`config.mk`:
```
export PLATFORM = sky130hd
export DESIGN_NAME = sacc_fifo_mem
export DESIGN_NICKNAME = d
export VERILOG_FILES = /design/src/hw/rtl/sacc_pkg.sv /design/src/hw/rtl/sacc_fifo_mem.sv
export SDC_FILE = /design/constraint.sdc
export NUM_CORES = 1
export LEC_CHECK = 0
export ABC_CLOCK_PERIOD_IN_PS = 4600
export BUFFER_PORTS_ARGS = -buffer_cell sky130_fd_sc_hd__buf_2
export CORE_AREA = 2 2 241 243
export DETAILED_ROUTE_END_ITERATION = 8
export DIE_AREA = 0 0 243 245
export PLACE_DENSITY = 0.7
export SYNTH_ARGS = -nofsm -noshare
export SYNTH_HDL_FRONTEND = slang
export SYNTH_SLANG_ARGS = --single-unit
```
`constraint.sdc`:
```
create_clock -name clk -period 4.6 [get_ports clk]
set_input_delay 0.92 -clock clk [delete_from_list [all_inputs] [get_ports clk]]
set_output_delay 0.92 -clock clk [all_outputs]
set_load 0.03 [all_outputs]
```
`src/hw/rtl/sacc_pkg.sv`:
```
// package for the set-associative write-back cache controller
`default_nettype none
package sacc_pkg;
    localparam int MAX_SETS     = 256;
    localparam int MAX_WAYS     = 8;
    localparam int ADDR_WIDTH   = 32;
    localparam int SET_W        = $clog2(MAX_SETS);
    localparam int WAY_W        = $clog2(MAX_WAYS);
    localparam int AGE_W        = 3;
    localparam int CFG_IDX_W    = 3;
    localparam int CFG_DATA_W   = 4;
    localparam logic [3:0] MAX_IB = 4'(SET_W);
    localparam logic [3:0] MAX_OB = 4'd12;

    localparam logic [CFG_IDX_W-1:0] CFG_INDEX_BITS  = 3'd0;
    localparam logic [CFG_IDX_W-1:0] CFG_OFFSET_BITS = 3'd1;
    localparam logic [CFG_IDX_W-1:0] CFG_WAYS_USED   = 3'd2;
    localparam logic [CFG_IDX_W-1:0] CFG_WRITE_ALLOC = 3'd3;
    localparam logic [CFG_IDX_W-1:0] CFG_POLICY      = 3'd4;

    localparam logic [1:0] KIND_READ  = 2'd0;
    localparam logic [1:0] KIND_WRITE = 2'd1;
    localparam logic [1:0] KIND_FETCH = 2'd2;
    // unassigned kind, handled as a data read
    localparam logic [1:0] KIND_RSVD  = 2'd3;

    typedef struct packed {
        logic [1:0]            kind;
        logic [ADDR_WIDTH-1:0] address;
    } req_t;

    typedef struct packed {
        logic                  hit;
        logic [2:0]            way;
        logic                  fetch_block;
        logic                  forward_write;
        logic                  evict_dirty;
        logic [ADDR_WIDTH-1:0] evict_addr;
    } resp_t;

    // one way of a set as stored in the set memory
    typedef struct packed {
        logic                  valid;
        logic                  dirty;
        logic [AGE_W-1:0]      age;
        logic [ADDR_WIDTH-1:0] tag;
    } way_ent_t;

    typedef way_ent_t [MAX_WAYS-1:0] set_ent_t;

    typedef struct packed {
        logic [3:0] ib;
        logic [3:0] ob;
        logic [3:0] nw;
        logic       walloc;
        logic       policy;
    } cfg_t;

    typedef enum logic [1:0] {ST_IDLE, ST_LOOK, ST_OUT} state_t;
endpackage
`default_nettype wire

```
`src/hw/rtl/sacc_fifo_mem.sv`:
```
// per-set round robin pointers, registered read
`default_nettype none
module sacc_fifo_mem (
    input  wire logic                       clk,
    input  wire logic                       we,
    input  wire logic [sacc_pkg::SET_W-1:0] waddr,
    input  wire logic [sacc_pkg::WAY_W-1:0] wdata,
    input  wire logic [sacc_pkg::SET_W-1:0] raddr,
    output logic [sacc_pkg::WAY_W-1:0]      rdata
);
    import sacc_pkg::*;
    logic [WAY_W-1:0] mem [MAX_SETS];
    always_ff @(posedge clk)
    begin
        if (we)
        begin
            mem[waddr] <= wdata;
        end
        rdata <= mem[raddr];
    end
endmodule
`default_nettype wire

```
==> results of run 1 <==
[stage by stage]
step | setup WS [ns] | utilization, % | instances
final | 1.46 | 60.3 | 2572
after detailed placement | 0.817 | 56.2 | 2438
after global routing | 1.31 | 60.2 | 2570
after floorplan | 1.56 | - | 1713
after global placement | 0.894 | 56.2 | 2438
after CTS | 1.44 | 60.2 | 2568
[cells in the final DEF, fill, tap and decap left out, types with 7 or more instances in the layout]
master	count
buf_4	42
buf_2	18
a31oi_1	9
nor2_1	278
clkbuf_1	21
clkinv_1	10
nand4_1	11
a21oi_1	22
clkbuf_16	77
nand2_1	36
o221ai_1	7
a211oi_1	8
mux2i_1	92
buf_12	11
a22oi_1	43
nor2b_1	25
nor3_1	15
edfxtp_1	768
nand3_1	36
clkinv_2	11
o22ai_1	16
mux4_2	153
[area by class of cell]
cell class / instances / area share, %
flip-flops and latches: 771 / 67.3
multi-input cells: 822 / 21.2
clock buffers: 98 / 5.84
well taps: 765 / 2.79
repair buffers: 76 / 2.00
clock inverters: 32 / 0.845
inverters: 4 / 0.0437
diodes: 4 / 0.0291
[registers in the layout (all words and copies together), names as in the netlist]
register	count
mem	768
rdata	3
[worst reg2reg max path: stages (launching register included)]
cell and delay (ns):
edfxtp_1 0.42, mux4_2 0.50, mux4_2 0.51, nor3b_2 0.19, a31oi_1 0.07, and3_1 0.27, a311o_1 0.35
[synthesized netlist by cell type (3+ instances only)]
| library cell | number |
|---|---|
| buf_2 | 13 |
| mux4_2 | 153 |
| edfxtp_1 | 768 |
| a22o_1 | 4 |
| nor2_1 | 278 |
| dfxtp_1 | 3 |
| buf_6 | 17 |
| o221ai_1 | 7 |
| and3_1 | 4 |
| a41oi_1 | 3 |
| a22oi_1 | 43 |
| nand3_1 | 36 |
| buf_1 | 7 |
| nor3_1 | 15 |
| or3_1 | 4 |
| nor2b_1 | 25 |
| o211ai_1 | 4 |
| mux2i_1 | 92 |
| nor4_1 | 5 |
| a31oi_1 | 9 |
| buf_4 | 8 |
| inv_1 | 3 |
| clkbuf_1 | 70 |
| a2111oi_0 | 5 |
| o22ai_1 | 16 |
| nand4_1 | 11 |
| nand2_1 | 36 |
| a211oi_1 | 8 |
| a21oi_1 | 22 |
| and2_1 | 4 |
| nand2b_1 | 6 |
[logic make-up (layout without fill, tap and decap cells)]
| family | after synthesis | in the layout | synth area share, % |
|---|---|---|---|
| AOI/OAI and AO/OA | 137 | 137 | 3.15 |
| other | 0 | 4 | 0 |
| DFF | 771 | 771 | 74.5 |
| buffers and inverters | 120 | 210 | 2.05 |
| muxes | 246 | 246 | 14.1 |
| and+or+nand+nor | 439 | 439 | 6.20 |
[routing by layer]
layer | routed length, um | global-route usage, % | share of wire (%) | up-vias
li1 | - | - | - | 6925
met1 | 28400 | 35.0 | 39 | 8423
met2 | 35400 | 40.4 | 49 | 834
met3 | 6740 | 3.77 | 9.3 | 124
met4 | 1980 | 8.53 | 2.7 | 0
met5 | 0 | 0 | 0 | -
[path summary, 6_finish.rpt]
path / from / to / slack (ns)
worst max-delay path: raddr[0] / rdata[0]$_DFF_P_ / 1.46
worst min-delay path: wdata[0] / mem[143][0]$_DFFE_PP_ / 0.82
worst max register to register: mem[224][0]$_DFFE_PP_ / rdata[0]$_DFF_P_ / 2.18
worst min register to register: mem[94][2]$_DFFE_PP_ / rdata[2]$_DFF_P_ / 0.92
[power groups by stage]
stage	Combinational, uW	Sequential [uW]	Clock (uW)
after floorplan	411	7910	0
after global placement	708	7900	0
after detailed placement	717	7900	0
after CTS	719	7750	5910
after global routing	763	7750	6190
final	719	7750	5840
==> metrics, run 1 <==
status complete, no violations; critical-path cell list buf_8 > buf_12 > buf_4 > mux4_2 > a22o_1 > o21ai_0 > a41oi_1 > o32a_1 > a311o_1; largest buffer count on any clock path 3; vias in the first global route around 17000; count of final max-slew check failures 0; Core Region between 50000 and 60000 sq um; worst path arrival time between 3 and 4 ns; Post-synth top flop edfxtp_1; pwr/cell area 417 nW/um^2; Final Hold Violating Endpoints 0; Min Hold Slack 0.823 ns; clk slew on worst S/H paths approximately 0.06 ns; max-cap viol count 0; mapped cell area a little over 30000 sq um; HPWL Detailed 45800 um; Wirelength per Cell 28.2 um; initial core utilization ~54%; Seq/Total Area, Yosys 74.5%; DRC viols 0; CP peak stage delay around 0.50 ns; Area Growth Syn to Fin 10.7%; Design Power around 14000 uW; via count 16300; Critical Path Slowest Stage Cell mux4_2; Sw Share 20.8%; Final #Nets around 1800; Area contributors post-synth edfxtp_1 (74%), mux4_2 (11%), nor2_1 (3.4%), mux2i_1 (3.0%), a22oi_1 (1.0%); largest net degree at the start of global routing ~120; Num CTS Buffers between 70 and 80; crit path kind in2reg; global route overflow 0; Slew Limit Headroom ~37%; CP bufs+invs 3; reg2reg path depth 6; root buf cell clkbuf_16; min-delay worst type in2reg; CP top delay family compound AO/OA/AOI/OAI gates; Setup TNS Final 0 ns; min cycle time layout about 3.1 ns; combinational share of power 5.0%; crit share post-route 68.3%; Setup crit end kind flop; worst slew pin tran about 0.95 ns; part of the power in registers 54.2%; Pre-antenna DRT Iters 5; critical path depth 9; I/O Pins 24; Multi-input gate area 7280 sq um; post-synthesis register bit count between 700 and 800; warning count from the yosys run 0; Achievable Freq ~320 MHz; die width around 240 um; setup bufs post-CTS 0; Synth async-reset ratio 0%; Synth cell types 54; floorplan row count between 80 and 90; Post-Syn Instances 1713; skew final between 0.015 and 0.02 ns; Worst-Skew Late Latency 0.61 ns; Psw a little under 3000 uW; die area between 50000 and 60000 sq um; vias per cell about 6.3; Synth area leader edfxtp_1; RSZ-0062 raised after global routing no; RePlAce Congestion ~0.86; FF/Latch Area about 23000 sq um; CP required around 5.1 ns; clock network power share 40.8%; Worst setup SP type input pin; Hold Buf Count CTS 0; final setup fails 0; Hold Path Cell Cnt 1; die height 245 um; # clock sinks ~770; TritonCTS clock tree built; share of the synthesized area in the top cell type about three quarters; Crit Path Max Fanout 35; Post-Syn Nets ~1700; leakage power figure between 0.01 and 0.015 uW; Post-synth EDFFs around 770; fillcell total approximately 4000; port bufs 23; post-route ant nets 0; H-Tree Depth 3; Resized cells post-CTS 0; Avg Inst Size Synth ~18 sq um; Global Route Usage Sum between 20% and 30%; share of layout cells above drive strength 1 between 10% and 20%; Total Wirelength 72600 um; Cell Area, Placed approximately 32000 sq um; DR iter-0 viols 2186; Int Pwr ~11000 uW; Worst VDD drop around 0.00024 V; initial antenna violation count 3; global-route wire length before repair ~110000 um; final instance area ~34000 sq um
Power figures use the tool's default switching activity.
==> run 2, diff against run 1 <==
- ABC_AREA: not set -> 1
- ABC_CLOCK_PERIOD_IN_PS: 4600 -> 3200
- CORE_AREA: 2 2 241 243 -> 2 2 246 248
- DIE_AREA: 0 0 243 245 -> 0 0 248 250
- clock period: 4.6 -> 3.2 ns (I/O delays scaled with it)
==> metrics, run 2 <==
status complete, no violations; port bufs 23 (unchanged); most common cell after layout, fill and taps aside nand2_1; H-Tree Depth 3 (unchanged); share of layout cells above drive strength 1 7.25% (-11 points); global route overflow 0 (unchanged); vias per cell 5.96 (-6.1%); Final #Nets 2886 (+63%); Total Wirelength 81800 um (+13%); post-route ant nets 0 (unchanged); Resized cells post-CTS 0 (unchanged); Worst setup SP type input pin; largest registers mem x768, rdata x3; min cycle time layout roughly 2.2 ns; Achievable Freq roughly 450 MHz; max FFs per register 768 (unchanged); global-route wire length before repair 125000 um (+15%); root buf cell clkbuf_16; Worst VDD drop 0.000491 V (+110%); I/O Pins 24 (unchanged); pwr/cell area 601 nW/um^2 (+44%); DR iter-0 viols 2776 (+27%); clk slew on worst S/H paths 0.07 ns (about the same); GR peak layer met2; die height 250 um (+2.0%); min-delay worst type in2reg; Area Growth Syn to Fin 9.94%; Final Hold Violating Endpoints 0 (unchanged); Avg Inst Size Synth 11.2 sq um (-38%); Post-Syn Instances 2887 (+69%); die area 62000 sq um (+4.1%); Wirelength per Cell 22.1 um (-22%); setup bufs post-CTS 0 (unchanged); post-layout util 59.9% (-0.35 points); RSZ-0062 raised after global routing no; Core Region 59600 sq um (+4.4%); worst path arrival time 2.79 ns (-0.83 ns); Pre-antenna DRT Iters 6 (+1); Num CTS Buffers 76 (+2.7%); Worst-Skew Late Latency 0.62 ns (about the same); Post-synth top flop edfxtp_1; most common cell in the netlist nand2_1; Global Route Usage Sum 26.8% (+2.0 points); final setup fails 0 (unchanged); Synth area leader edfxtp_1; warning count from the yosys run 0 (unchanged); Area contributors post-synth edfxtp_1 (71%), nand3_1 (11%), nand2_1 (9.9%), nor2_1 (3.3%), buf_2 (1.4%); crit share post-route a little over two thirds; largest net degree at the start of global routing 104 (-12%); initial core utilization 54.5% (+0.064 points); most frequent cells in the layout nand2_1 (854), edfxtp_1 (768), nand3_1 (741); CP required 3.76 ns (-1.32 ns); max-cap viol count 0 (unchanged); Setup crit end kind flop; Slew Limit Headroom 33.7% (-3.1 points); worst slew pin tran 0.993 ns (+0.0453 ns); crit path kind in2reg; FF/Latch Area 23100 sq um (unchanged); HPWL Detailed 50300 um (+9.8%); initial antenna violation count 3 (unchanged); via count 22100 (+35%); skew final 0.0234 ns (+0.00653 ns); Synth async-reset ratio 0% (unchanged); die width 248 um (+2.1%); TritonCTS clock tree built; DRC viols 0 (unchanged); leakage power figure 0.0124 uW (+17%); share of the synthesized area in the top cell type 71.1% (-3.2 points); Post-synth EDFFs 768 (unchanged); floorplan row count 90 (+2.3%); M3 GR Usage 4.59% (+0.82 points); vias in the first global route 21500 (+29%); largest buffer count on any clock path 3 (unchanged); Post-Syn Nets 2908 (+68%); fillcell total 4631 (+13%); count of final max-slew check failures 0 (unchanged); Multi-input gate area 7980 sq um (+9.6%); Setup TNS Final 0 ns (unchanged); RePlAce Congestion 0.871 (+1.5%); Hold Buf Count CTS 0 (unchanged); Seq/Total Area, Yosys 71.2% (-3.3 points); Min Hold Slack 0.321 ns (-0.502 ns); # clock sinks 771 (unchanged); post-synthesis register bit count 771 (unchanged); Largest Register mem; Synth cell types 15 (-72%); routing usage on met2 42.5% (+2.1 points); mapped cell area 32500 sq um (+4.6%); commonest cells in the netlist nand2_1 (854), edfxtp_1 (768), nand3_1 (741); Crit Path Max Fanout 82 (+130%); met1 Use GR 37.0% (+2.0 points)
[run 2: changes by cell type after synthesis, moves of 15 or more]
cell / previous run / this run
clkbuf_1: 70 / 45
nor2b_1: 25 / 0
mux2i_1: 92 / 0
a21oi_1: 22 / 0
buf_2: 13 / 90
a22oi_1: 43 / 0
mux4_2: 153 / 0
o22ai_1: 16 / 0
nor3_1: 15 / 0
nand2_1: 36 / 854
inv_1: 3 / 36
nand3_1: 36 / 741
buf_6: 17 / 36
[run 2: final timing paths]
path | startpoint | end | slack (ns) | cells after the start
max | raddr[0] | rdata[2]$_DFF_P_ | 0.98 | 13
max reg2reg | mem[254][2]$_DFFE_PP_ | rdata[2]$_DFF_P_ | 1.55 | 10
min | raddr[7] | rdata[1]$_DFF_P_ | 0.32 | 3
min reg2reg | mem[204][2]$_DFFE_PP_ | rdata[2]$_DFF_P_ | 0.98 | 10
[run 2: metal layers]
| layer | wire length (um) | share of wire, % |
|---|---|---|
| met5 | 27 | 0.033 |
| met4 | 3100 | 3.8 |
| met3 | 8160 | 10 |
| met2 | 38700 | 47 |
| met1 | 31800 | 39 |
[run 2: area by class of cell]
class,instances,area share [%]
Sequential cell,771,64.8
Multi-Input combinational cell,1878,22.4
Clock buffer,94,5.70
Tap cell,782,2.74
Timing Repair Buffer,99,2.62
Clock inverter,43,1.31
Inverter,39,0.463
Antenna cell,1,0.00701
[run 2: worst max-delay path: stages]
cell	delay, ns
buf_8	0.13
clkinv_8	0.28
buf_4	0.43
nand2_1	0.10
nand3_1	0.08
nand3_1	0.08
nand3_1	0.19
nand3_1	0.16
nand2_1	0.16
nand2_1	0.17
nand3_1	0.14
nand3_1	0.09
nand2_1	0.06
[run 2: metrics by stage]
stage | instance area, sq um | setup WS (ns) | cells | power (uW)
final | 35700 | 0.975 | 3707 | 21500
after global routing | 35700 | 0.905 | 3707 | 22000
after CTS | 35700 | 1.09 | 3706 | 21500
after detailed placement | 33200 | 0.440 | 3569 | 12600
after global placement | 33200 | 0.479 | 3569 | 12600
after floorplan | 32500 | 1.33 | 2887 | 12100
[run 2: kinds of logic (layout without fill, tap and decap cells)]
family | after synthesis | count (layout) | share of synthesized area, %
buffers and inverters | 238 | 275 | 4.18
AND/OR/NAND/NOR | 1878 | 1878 | 24.6
flip-flops | 771 | 771 | 71.2
other | 0 | 1 | 0
[run 2: report_power, final]
group          switching, uW  internal (uW)  total [uW]  leakage, uW
Sequential              18.0          11100       11100      0.00693
Combinational            968            330        1300      0.00424
Clock                   3690           5320        9010      0.00122
